$ cat src/design/cps_pkg.sv
// Shared types and fixed constants of the circular point smoother.
package cps_pkg;

  localparam int COORD_W = 20;
  localparam int PASS_W = 4;
  localparam logic [PASS_W-1:0] PASSES_RESET = 4'd1;

  // Register stages from a sum entering the divider to its quotient.
  localparam int DIV_LAT = 3;

  typedef logic signed [COORD_W-1:0] coord_t;

  typedef struct packed {
    coord_t x;
    coord_t y;
  } point_t;

endpackage

$ cat src/design/cps_store.sv
// Point store: one write port and one registered read port.
module cps_store #(
  parameter int DEPTH = 64,
  parameter int ADDR_W = 6
) (
  input  logic                  clk,
  input  logic                  we,
  input  logic [ADDR_W-1:0]     waddr,
  input  cps_pkg::point_t       wdata,
  input  logic                  re,
  input  logic [ADDR_W-1:0]     raddr,
  output cps_pkg::point_t       rdata
);
  import cps_pkg::*;

  point_t mem [DEPTH];

  always_ff @(posedge clk) begin
    if (we) begin
      mem[waddr] <= wdata;
    end
  end

  always_ff @(posedge clk) begin
    if (re) begin
      rdata <= mem[raddr];
    end
  end

endmodule

$ cat src/design/cps_rdiv.sv
// Pipelined divide of a signed window sum by the window span, rounding to nearest.
module cps_rdiv #(
  parameter int SPAN = 5,
  parameter int SUM_W = 24
) (
  input  logic                    clk,
  input  logic signed [SUM_W-1:0] sum,
  output cps_pkg::coord_t         quot
);
  import cps_pkg::*;

  localparam int MAG_W = SUM_W;
  // floor(2^MAG_W / SPAN); the product estimate is low by at most one.
  localparam logic [MAG_W-1:0] RECIP = MAG_W'((64'd1 << MAG_W) / SPAN);
  localparam logic [MAG_W-1:0] HALF = MAG_W'(SPAN / 2);
  localparam logic [MAG_W-1:0] SPAN_V = MAG_W'(SPAN);

  logic [MAG_W-1:0]   mag;
  logic [MAG_W-1:0]   s1_madd;
  logic               s1_neg;
  logic [2*MAG_W-1:0] prod;
  logic [MAG_W-1:0]   s2_q0;
  logic [MAG_W-1:0]   s2_madd;
  logic               s2_neg;
  logic [MAG_W-1:0]   rem;
  logic [MAG_W-1:0]   q_fix;
  logic [MAG_W-1:0]   q_signed;

  // Ties go away from zero, so round the magnitude and restore the sign.
  assign mag = sum[SUM_W-1] ? MAG_W'(~sum + 1'b1) : MAG_W'(sum);

  always_ff @(posedge clk) begin
    s1_madd <= mag + HALF;
    s1_neg <= sum[SUM_W-1];
  end

  assign prod = {{MAG_W{1'b0}}, s1_madd} * {{MAG_W{1'b0}}, RECIP};

  always_ff @(posedge clk) begin
    s2_q0 <= prod[2*MAG_W-1:MAG_W];
    s2_madd <= s1_madd;
    s2_neg <= s1_neg;
  end

  assign rem = s2_madd - MAG_W'(s2_q0 * SPAN_V);
  assign q_fix = (rem >= SPAN_V) ? s2_q0 + 1'b1 : s2_q0;
  assign q_signed = s2_neg ? ~q_fix + 1'b1 : q_fix;

  always_ff @(posedge clk) begin
    quot <= coord_t'(q_signed[COORD_W-1:0]);
  end

endmodule

$ cat src/design/circular_point_smoother_top.sv
// Top level of the circular point smoother: load, smoothing sequencer and emit.
//
// Points are loaded one per cycle while in_ready is high; the beat with last_in set
// closes the contour and in_ready drops until the last result beat is taken. For a
// contour of N points (N at least WINDOW and passes nonzero) each pass handles each
// point in turn: SPAN reads, where SPAN = 2*(WINDOW/2)+1, through the single store
// read port into the x and y accumulators, a drain state for the read register, and
// the three-stage reciprocal divider shared by x and y. Emission then reads each
// point and holds it in S_EMIT_OUT until out_ready. The store needs no clearing
// after reset.
module circular_point_smoother_top #(
  parameter int MAX_POINTS = 64,
  parameter int WINDOW = 5
) (
  input  logic                    clk,
  input  logic                    rst,
  input  logic                    cfg_we,
  input  logic [3:0]              cfg_data,
  input  logic                    in_valid,
  output logic                    in_ready,
  input  cps_pkg::coord_t         point_x,
  input  cps_pkg::coord_t         point_y,
  input  logic                    last_in,
  output logic                    out_valid,
  input  logic                    out_ready,
  output cps_pkg::coord_t         smooth_x,
  output cps_pkg::coord_t         smooth_y,
  output logic                    last_out,
  output logic                    overflow
);
  import cps_pkg::*;

  localparam int HALF = WINDOW / 2;
  localparam int SPAN = 2 * HALF + 1;
  localparam int ADDR_W = $clog2(MAX_POINTS);
  localparam int CNT_W = $clog2(MAX_POINTS + 1);
  localparam int TAP_W = $clog2(SPAN);
  localparam int SUM_W = COORD_W + $clog2(SPAN) + 1;
  localparam logic [2:0] DIV_LAST = 3'(DIV_LAT + 1);

  typedef enum logic [5:0] {
    S_LOAD     = 6'b000001,
    S_READ     = 6'b000010,
    S_DRAIN    = 6'b000100,
    S_DIV      = 6'b001000,
    S_EMIT_RD  = 6'b010000,
    S_EMIT_OUT = 6'b100000
  } state_t;

  state_t                  state;
  logic [CNT_W-1:0]        point_count;
  logic                    dropped;
  logic [PASS_W-1:0]       passes;
  logic [PASS_W-1:0]       pass_cnt;
  logic [ADDR_W-1:0]       pt_idx;
  logic [ADDR_W-1:0]       win_start;
  logic [ADDR_W-1:0]       rd_ptr;
  logic [ADDR_W-1:0]       emit_idx;
  logic [TAP_W-1:0]        tap;
  logic [2:0]              dcnt;
  logic                    rd_vld;
  logic signed [SUM_W-1:0] sum_x;
  logic signed [SUM_W-1:0] sum_y;
  coord_t                  res_x;

  logic                    full;
  logic                    in_acc;
  logic [CNT_W-1:0]        n_after;
  logic [ADDR_W-1:0]       start_after;
  logic [ADDR_W-1:0]       start_now;
  logic [ADDR_W-1:0]       ws_next;
  logic                    mem_we;
  logic [ADDR_W-1:0]       mem_waddr;
  point_t                  mem_wdata;
  logic                    mem_re;
  logic [ADDR_W-1:0]       mem_raddr;
  point_t                  mem_rdata;
  logic signed [SUM_W-1:0] div_in;
  coord_t                  div_q;

  function automatic logic [ADDR_W-1:0] wrap_inc(input logic [ADDR_W-1:0] a,
                                                 input logic [CNT_W-1:0] n);
    logic [ADDR_W-1:0] r;
    r = (CNT_W'(a) + CNT_W'(1) == n) ? '0 : a + 1'b1;
    return r;
  endfunction

  assign full = (point_count == CNT_W'(MAX_POINTS));
  assign in_ready = (state == S_LOAD);
  assign in_acc = in_valid && in_ready;
  assign n_after = full ? point_count : point_count + 1'b1;
  // The first window of a pass starts HALF points before index zero, wrapped.
  assign start_after = ADDR_W'(n_after - CNT_W'(HALF));
  assign start_now = ADDR_W'(point_count - CNT_W'(HALF));
  assign ws_next = wrap_inc(win_start, point_count);

  assign mem_we = (in_acc && !full) || (state == S_DIV && dcnt == DIV_LAST);
  assign mem_waddr = (state == S_LOAD) ? point_count[ADDR_W-1:0] : pt_idx;
  assign mem_wdata = (state == S_LOAD) ? point_t'{x: point_x, y: point_y}
                                       : point_t'{x: res_x, y: div_q};
  assign mem_re = (state == S_READ) || (state == S_EMIT_RD);
  assign mem_raddr = (state == S_READ) ? rd_ptr : emit_idx;

  cps_store #(
    .DEPTH(MAX_POINTS),
    .ADDR_W(ADDR_W)
  ) u_store (
    .clk(clk),
    .we(mem_we),
    .waddr(mem_waddr),
    .wdata(mem_wdata),
    .re(mem_re),
    .raddr(mem_raddr),
    .rdata(mem_rdata)
  );

  // x enters the divider first and y follows in the next cycle.
  assign div_in = (dcnt == 3'd0) ? sum_x : sum_y;

  cps_rdiv #(
    .SPAN(SPAN),
    .SUM_W(SUM_W)
  ) u_rdiv (
    .clk(clk),
    .sum(div_in),
    .quot(div_q)
  );

  assign out_valid = (state == S_EMIT_OUT);
  assign smooth_x = mem_rdata.x;
  assign smooth_y = mem_rdata.y;
  assign last_out = (CNT_W'(emit_idx) + CNT_W'(1) == point_count);
  assign overflow = dropped;

  always_ff @(posedge clk) begin
    if (rst) begin
      state <= S_LOAD;
      point_count <= '0;
      dropped <= 1'b0;
      passes <= PASSES_RESET;
      rd_vld <= 1'b0;
    end else begin
      if (cfg_we) begin
        passes <= cfg_data;
      end
      rd_vld <= (state == S_READ);
      // Read data lands in the cycle after its address, so accumulation trails the reads.
      if (rd_vld) begin
        sum_x <= sum_x + SUM_W'(mem_rdata.x);
        sum_y <= sum_y + SUM_W'(mem_rdata.y);
      end
      case (state)
        S_LOAD: begin
          if (in_acc) begin
            if (full) begin
              dropped <= 1'b1;
            end else begin
              point_count <= point_count + 1'b1;
            end
            if (last_in) begin
              if (n_after >= CNT_W'(WINDOW) && passes != '0) begin
                state <= S_READ;
                pass_cnt <= '0;
                pt_idx <= '0;
                win_start <= start_after;
                rd_ptr <= start_after;
                tap <= '0;
                sum_x <= '0;
                sum_y <= '0;
              end else begin
                state <= S_EMIT_RD;
                emit_idx <= '0;
              end
            end
          end
        end
        S_READ: begin
          rd_ptr <= wrap_inc(rd_ptr, point_count);
          tap <= tap + 1'b1;
          if (tap == TAP_W'(SPAN - 1)) begin
            state <= S_DRAIN;
          end
        end
        S_DRAIN: begin
          state <= S_DIV;
          dcnt <= '0;
        end
        S_DIV: begin
          dcnt <= dcnt + 1'b1;
          if (dcnt == 3'(DIV_LAT)) begin
            res_x <= div_q;
          end
          if (dcnt == DIV_LAST) begin
            tap <= '0;
            sum_x <= '0;
            sum_y <= '0;
            if (CNT_W'(pt_idx) + CNT_W'(1) == point_count) begin
              if (PASS_W'(pass_cnt + 1'b1) == passes) begin
                state <= S_EMIT_RD;
                emit_idx <= '0;
              end else begin
                state <= S_READ;
                pass_cnt <= pass_cnt + 1'b1;
                pt_idx <= '0;
                win_start <= start_now;
                rd_ptr <= start_now;
              end
            end else begin
              state <= S_READ;
              pt_idx <= pt_idx + 1'b1;
              win_start <= ws_next;
              rd_ptr <= ws_next;
            end
          end
        end
        S_EMIT_RD: begin
          state <= S_EMIT_OUT;
        end
        S_EMIT_OUT: begin
          if (out_ready) begin
            if (last_out) begin
              state <= S_LOAD;
              point_count <= '0;
              dropped <= 1'b0;
            end else begin
              emit_idx <= emit_idx + 1'b1;
              state <= S_EMIT_RD;
            end
          end
        end
        default: begin
          state <= S_LOAD;
        end
      endcase
    end
  end

`ifndef SYNTHESIS
  a_count_bound: assert property (@(posedge clk) disable iff (rst)
    point_count <= CNT_W'(MAX_POINTS))
    else $error("point count beyond store depth");

  a_read_in_contour: assert property (@(posedge clk) disable iff (rst)
    (state == S_READ) |-> (CNT_W'(rd_ptr) < point_count))
    else $error("window read outside the loaded contour");

  a_emit_in_contour: assert property (@(posedge clk) disable iff (rst)
    out_valid |-> (CNT_W'(emit_idx) < point_count))
    else $error("emit index outside the loaded contour");

  a_back_to_load: assert property (@(posedge clk) disable iff (rst)
    (out_valid && out_ready && last_out) |=> (in_ready && point_count == '0))
    else $error("block did not return to loading after the last beat");

  a_drain_to_div: assert property (@(posedge clk) disable iff (rst)
    (state == S_DRAIN) |=> (state == S_DIV && !rd_vld))
    else $error("window sum not complete when the divide starts");
`endif

endmodule
$ cat config.mk
export PLATFORM = sky130hd
export DESIGN_NAME = circular_point_smoother_top
export DESIGN_NICKNAME = d
export VERILOG_FILES = /design/src/design/cps_pkg.sv /design/src/design/cps_store.sv /design/src/design/cps_rdiv.sv /design/src/design/circular_point_smoother_top.sv
export SDC_FILE = /design/constraint.sdc
export NUM_CORES = 2
export LEC_CHECK = 0
export BUFFER_PORTS_ARGS = -buffer_cell sky130_fd_sc_hd__buf_2
export CORE_UTILIZATION = 51
export DETAILED_ROUTE_END_ITERATION = 8
export GPL_ROUTABILITY_DRIVEN = 0
export PLACE_DENSITY_LB_ADDON = 0.15
export SYNTH_ARGS = -nofsm -noshare
export SYNTH_HDL_FRONTEND = slang
export SYNTH_SLANG_ARGS = --single-unit
$ cat constraint.sdc
create_clock -name clk -period 8 [get_ports clk]
set_input_delay 1.2 -clock clk [delete_from_list [all_inputs] [get_ports clk]]
set_output_delay 1.2 -clock clk [all_outputs]
set_load 0.005 [all_outputs]
Word-level counts from Yosys, hierarchy flattened --
Memory sizes are Yosys's and may differ from the RTL's. A register that Yosys moved wholly into a read port is not among the register bits. Cells that the tools add are included.
Storage, ports and cells: bits in read-only memories 0, memories kept 1, flip-flop bits (word level) 213, output and inout port bits 44, RAM bits 2560, logic and storage cells 183, input bits 50, bits in latches 0
Cells by class: $lt $le $gt $ge 2, divide/modulo/power cells 0, multiplexer cells 80, $add $sub $neg 21, bitwise logic cells 3, shift operators 0, $mul 2, equal/unequal tests 29, reductions and logical operators 24
Memories:
- u_store.mem | depth 64, width 40, read ports 1, clocked after Yosys merged registers in 1, write ports 1, line cps_store.sv:16 | point_t mem [DEPTH];
Operators with widths (count):
- two-way mux 24 bit | 12
- two-way mux 6 bit | 30
- case mux 24 bit (2 select lines) | 2
- adder 24 x 20 -> 24 bit | 2
- multiplier 24 x 22 -> 46 bit (second input constant) | 1
- adder 20 x 1 -> 20 bit (second input constant) | 2
- two-way mux 20 bit | 2
- two-way mux 40 bit | 1
- case mux 6 bit (3 select lines) | 2
- case mux 6 bit (6 select lines) | 1
- adder 6 x 1 -> 7 bit (second input constant) | 4
- equality test 7 bit | 4
- two-way mux 7 bit | 4
- adder 24 x 1 -> 24 bit (second input constant) | 1
- adder 24 x 2 -> 24 bit (second input constant) | 1
- adder 6 x 1 -> 6 bit (second input constant) | 4
- greater-or-equal comparator 24 x 3 -> 1 bit (second input constant) | 1
- multiplier 22 x 3 -> 24 bit (second input constant) | 1
- two-way mux 4 bit | 6
- NOT 24 bit | 1
- case mux 6 bit (2 select lines) | 2
- subtractor 24 bit | 1
- != test 2 x 1 -> 1 bit (second input constant) | 10
- NOT 20 bit | 1
- other kinds (41) | 65

Depth between registers and ports, before layout --
depth in word-level cells 8, mapped depth 27, depth with buffers taken out 27

Modules after synthesis --
Synthesis repeated with hierarchy kept, for this count alone.
Second synthesis, totals: cell total of the unflattened synthesis 6995, area, all modules 123244.5 um^2
By module, submodules not included:
- cps_store | cells an instance 4263, times used 1, sequential area each 78074.9 um^2, area an instance 98360.6 um^2
- cps_rdiv | cells an instance 1721, times used 1, sequential area each 1841.8 um^2, area an instance 15742.6 um^2
- circular_point_smoother_top | cells an instance 1011, times used 1, sequential area each 3443.3 um^2, area an instance 9141.3 um^2

Least setup slack after synthesis --
OpenSTA, ideal clock, no wires.
kind reg-to-reg, from reg u_rdiv.s1_madd[14], to reg u_rdiv.s2_q0[21], required time 7.879 ns, buffers on the path 0, arrival time 6.317 ns, period minus slack after synthesis 6.438 ns, library setup time 0.121 ns, cell stages (with the launch flop) 26, path slack 1.562 ns, path through dfxtp_1 > ha_1 > fa_1 > fa_1 > fa_1 > inv_1 > fa_1 > inv_1 > fa_1 > inv_1 > fa_1 > inv_1 > ha_1 > nand2_1 > a221o_1 > a21o_1 > a31oi_1 > o311ai_0 > a21o_1 > a31oi_1 > a21oi_1 > o21ai_0 > a211oi_1 > o21bai_1 > a21oi_1 > xnor2_1
On the way: longest elaborated chain between the ends 1
RTL lines:
- start: declaration | line cps_rdiv.sv:19 | logic [MAG_W-1:0] s1_madd;
- start signal: assignment | line cps_rdiv.sv:33 | s1_madd <= mag + HALF;
- multiplier 24 x 22 -> 46 bit | line cps_rdiv.sv:37 | assign prod = {{MAG_W{1'b0}}, s1_madd} * {{MAG_W{1'b0}}, RECIP};
- net u_rdiv.prod[45] | line cps_rdiv.sv:21 | logic [2*MAG_W-1:0] prod;
- end signal: assignment | line cps_rdiv.sv:40 | s2_q0 <= prod[2*MAG_W-1:MAG_W];
- end: declaration | line cps_rdiv.sv:22 | logic [MAG_W-1:0] s2_q0;
The timed path passes the listed nets, and every way through them passes these cells. A chain may end at the register's enable or synchronous reset.

Worst setup path in the final report --
from reg u_rdiv.s1_madd[10], to reg u_rdiv.s2_q0[21]
Same word-level chain as after synthesis.

==> results.json <==
{
  "die_w_um": 500,
  "vias_per_cell": 6.10,
  "synth-async-reset-ratio_pct": 0,
  "synth_top_area_share_pct": 64.1,
  "hold_viol_final": 0,
  "synthXorXnorAreaFrac_pct": 1.49,
  "syn-cell-area_um2": 127000,
  "numCtsBuffers": 306,
  "synth-edff-count": 2702,
  "synthMuxAreaShare_pct": 0.679,
  "avgSynthCellArea_um2": 12.2,
  "slew-limit-headroom_pct": 6.38,
  "grt_pass1_wl_mm": 534,
  "grt_pass1_vias": 81500,
  "setup_viol": 0,
  "yosysWarnings": 0,
  "cts_tree": "yes",
  "synth_top_family_by_area": "simple AND/OR/NAND/NOR gates",
  "startpoint_type": "register",
  "syn_to_final_growth_pct": 11.3,
  "synth_most_common_cell": "nand2_1",
  "endpoint_kind": "register",
  "hpwl_mm": 211,
  "drt_wl_total_mm": 362,
  "rsz0062_at_grt": "false",
  "cts_root_buf": "clkbuf_16",
  "ir_worst_vdd_mv": 1.29,
  "cts_sinks": 2813,
  "ys_top_cells_by_area": "edfxtp_1 (64%), nand2_1 (8.4%), fa_1 (3.4%)",
  "status": "completed",
  "required_ns": 8.81,
  "dieArea_um2": 250000,
  "die_y_um": 500,
  "design.core.area_um2": 246000,
  "synth.distinct_cells": 84,
  "grt_usage_pct": 28.6,
  "route.detailed.drc": 0,
  "netlist_top_cells_count": "nand2_1 (2832), edfxtp_1 (2702), nand3_1 (703)",
  "cpMostUsedCell": "fa_1",
  "drv_slew": 0,
  "dp_cells": 13300,
  "reg2reg_slack_ns": 0.68,
  "clock_latency_ns": 0.96,
  "ctsResizeCount": 0,
  "leakage_uw": 0.0509,
  "via_count": 84600,
  "worst_path_max_delay_cell": "fa_1",
  "critPathKind": "register to register",
  "ys.flop_type": "edfxtp_1",
  "path_buf_inv": 6,
  "layout.cells.non_filler": 13900,
  "layout-drive-gt1-share_pct": 8.16,
  "pin_count": 94,
  "critical-path-max-stage-delay_ns": 0.53,
  "cts_setup_buffers": 0,
  "yosys.area.top_type": "edfxtp_1",
  "place.port_buffers": 93,
  "synth_compound_area_share_pct": 7.50,
  "synthSimpleGateAreaFrac_pct": 14.7,
  "cts_hold_buffers": 0,
  "grt_max_degree": 134,
  "finalNetCount": 10900,
  "worst-path-max-fanout": 5,
  "initial_core_util_pct": 51.4,
  "routedWlPerCell_um": 26.1,
  "ctsLongestPathBuffers": 4,
  "syn-instance-count": 10400,
  "htreeDepth": 5,
  "power.density_nw_per_um2": 457,
  "finalSetupTns_ns": 0,
  "firstDrtPassIters": 8,
  "grt_overflow": 0,
  "clock_skew_ns": 0.0785,
  "finalCritPeriodShare_pct": 91.4,
  "drv_cap": 0,
  "max_freq_mhz": 137,
  "min_period_ns": 7.32,
  "arrival_ns": 8.12,
  "rows": 182,
  "synth_seq_cells": 2813,
  "worstMarginPinSlew_ns": 1.40,
  "first_iter_violations": 10100,
  "antenna_found_initial": 21,
  "crit_family": "adder cells",
  "worstHoldPathType": "register to register",
  "synth_fp_nets": 10900,
  "synth_seq_area_share_pct": 65.9,
  "ant_nets": 0,
  "synth_fa_ha_area_share_pct": 6.62,
  "clkTransAtPathRegs_ns": 0.06
}
kinds of logic (layout without fill, tap and decap cells):
family          after synthesis  count (layout)
compound gates             1307            1307
xor+xnor                    215             215
fa+ha+maj                   539             539
buf+inv                    1050            1240
flops                      2813            2813
mux                          85              85
other cells                   0              10
simple gates               4348            4348
worst paths after layout:
| check | startpoint | to | depth (start not counted) |
|---|---|---|---|
| max | u_rdiv.s1_madd[10] | u_rdiv.s2_q0[21] | 27 |
| min reg2reg | u_rdiv.s1_neg | u_rdiv.s2_neg | 0 |
| min | u_rdiv.s1_neg | u_rdiv.s2_neg | 0 |
| max reg2reg | u_rdiv.s1_madd[10] | u_rdiv.s2_q0[21] | 27 |
metal layers:
metal  part of all wire [%]  up-vias  track usage (%)
met5                 0.0072        -                0
met4                    2.8        4             8.33
met1                     42    42500             40.7
met3                    8.9      565             5.07
li1                       -    37600                -
met2                     47     3847             45.2
state kept, by name, summed over array words and instances (netlist names), 7 cells and up:
register        count
point_count         7
u_rdiv.s2_madd     24
sum_x              24
sum_y              24
u_rdiv.s1_madd     24
res_x              20
u_rdiv.s2_q0       22
u_store.mem      2560
u_store.rdata      40
u_rdiv.quot        20
report_power, final:
group	leakage, uW	total, uW	switching (uW)	internal (uW)
Clock	0.00448	13200	5590	7600
Combinational	0.0211	30700	20200	10500
Sequential	0.0254	20400	478	19900
Total	0.0509	64300	26300	38000
per-stage QoR:
stage | hold slack, ns | cell area [um^2] | total power [uW] | setup slack (ns) | util [%]
6_report | 0.332 | 141000 | 64300 | 0.685 | 57.1
4_1_cts | 0.328 | 141000 | 64300 | 0.654 | 57.1
3_5_place_dp | 0.313 | 132000 | 51000 | 0.703 | 53.4
3_3_place_gp | 0.310 | 132000 | 50400 | 0.729 | 53.4
2_1_floorplan | 0.310 | 127000 | 41400 | 1.56 | -
5_1_grt | 0.348 | 141000 | 68500 | 0.248 | 57.1
layout by cell type, fill, tap and decap left out, types with 93 or more instances in the layout:
master        n
buf_4       175
dfxtp_1     110
and3_1      350
nand2_1    2788
buf_2        93
inv_1       409
a211oi_1    142
a311oi_1    484
fa_1        218
xnor2_1     134
nand3_1     703
clkbuf_16   312
a31oi_1     182
edfxtp_1   2702
nor2_1      196
ha_1        321
a21oi_1     253
final cells by class:
| type | count | area, um^2 |
|---|---|---|
| Inverter | 412 | 1550 |
| Fill cell | 19800 | 106000 |
| Timing Repair Buffer | 314 | 2700 |
| Sequential cell | 2813 | 83400 |
| Tap cell | 3312 | 4140 |
| Clock buffer | 375 | 8060 |
| Clock inverter | 139 | 1060 |
| Multi-Input combinational cell | 6494 | 39900 |
| Antenna cell | 10 | 25.0 |
No activity file was read; power rests on OpenSTA's default activity.
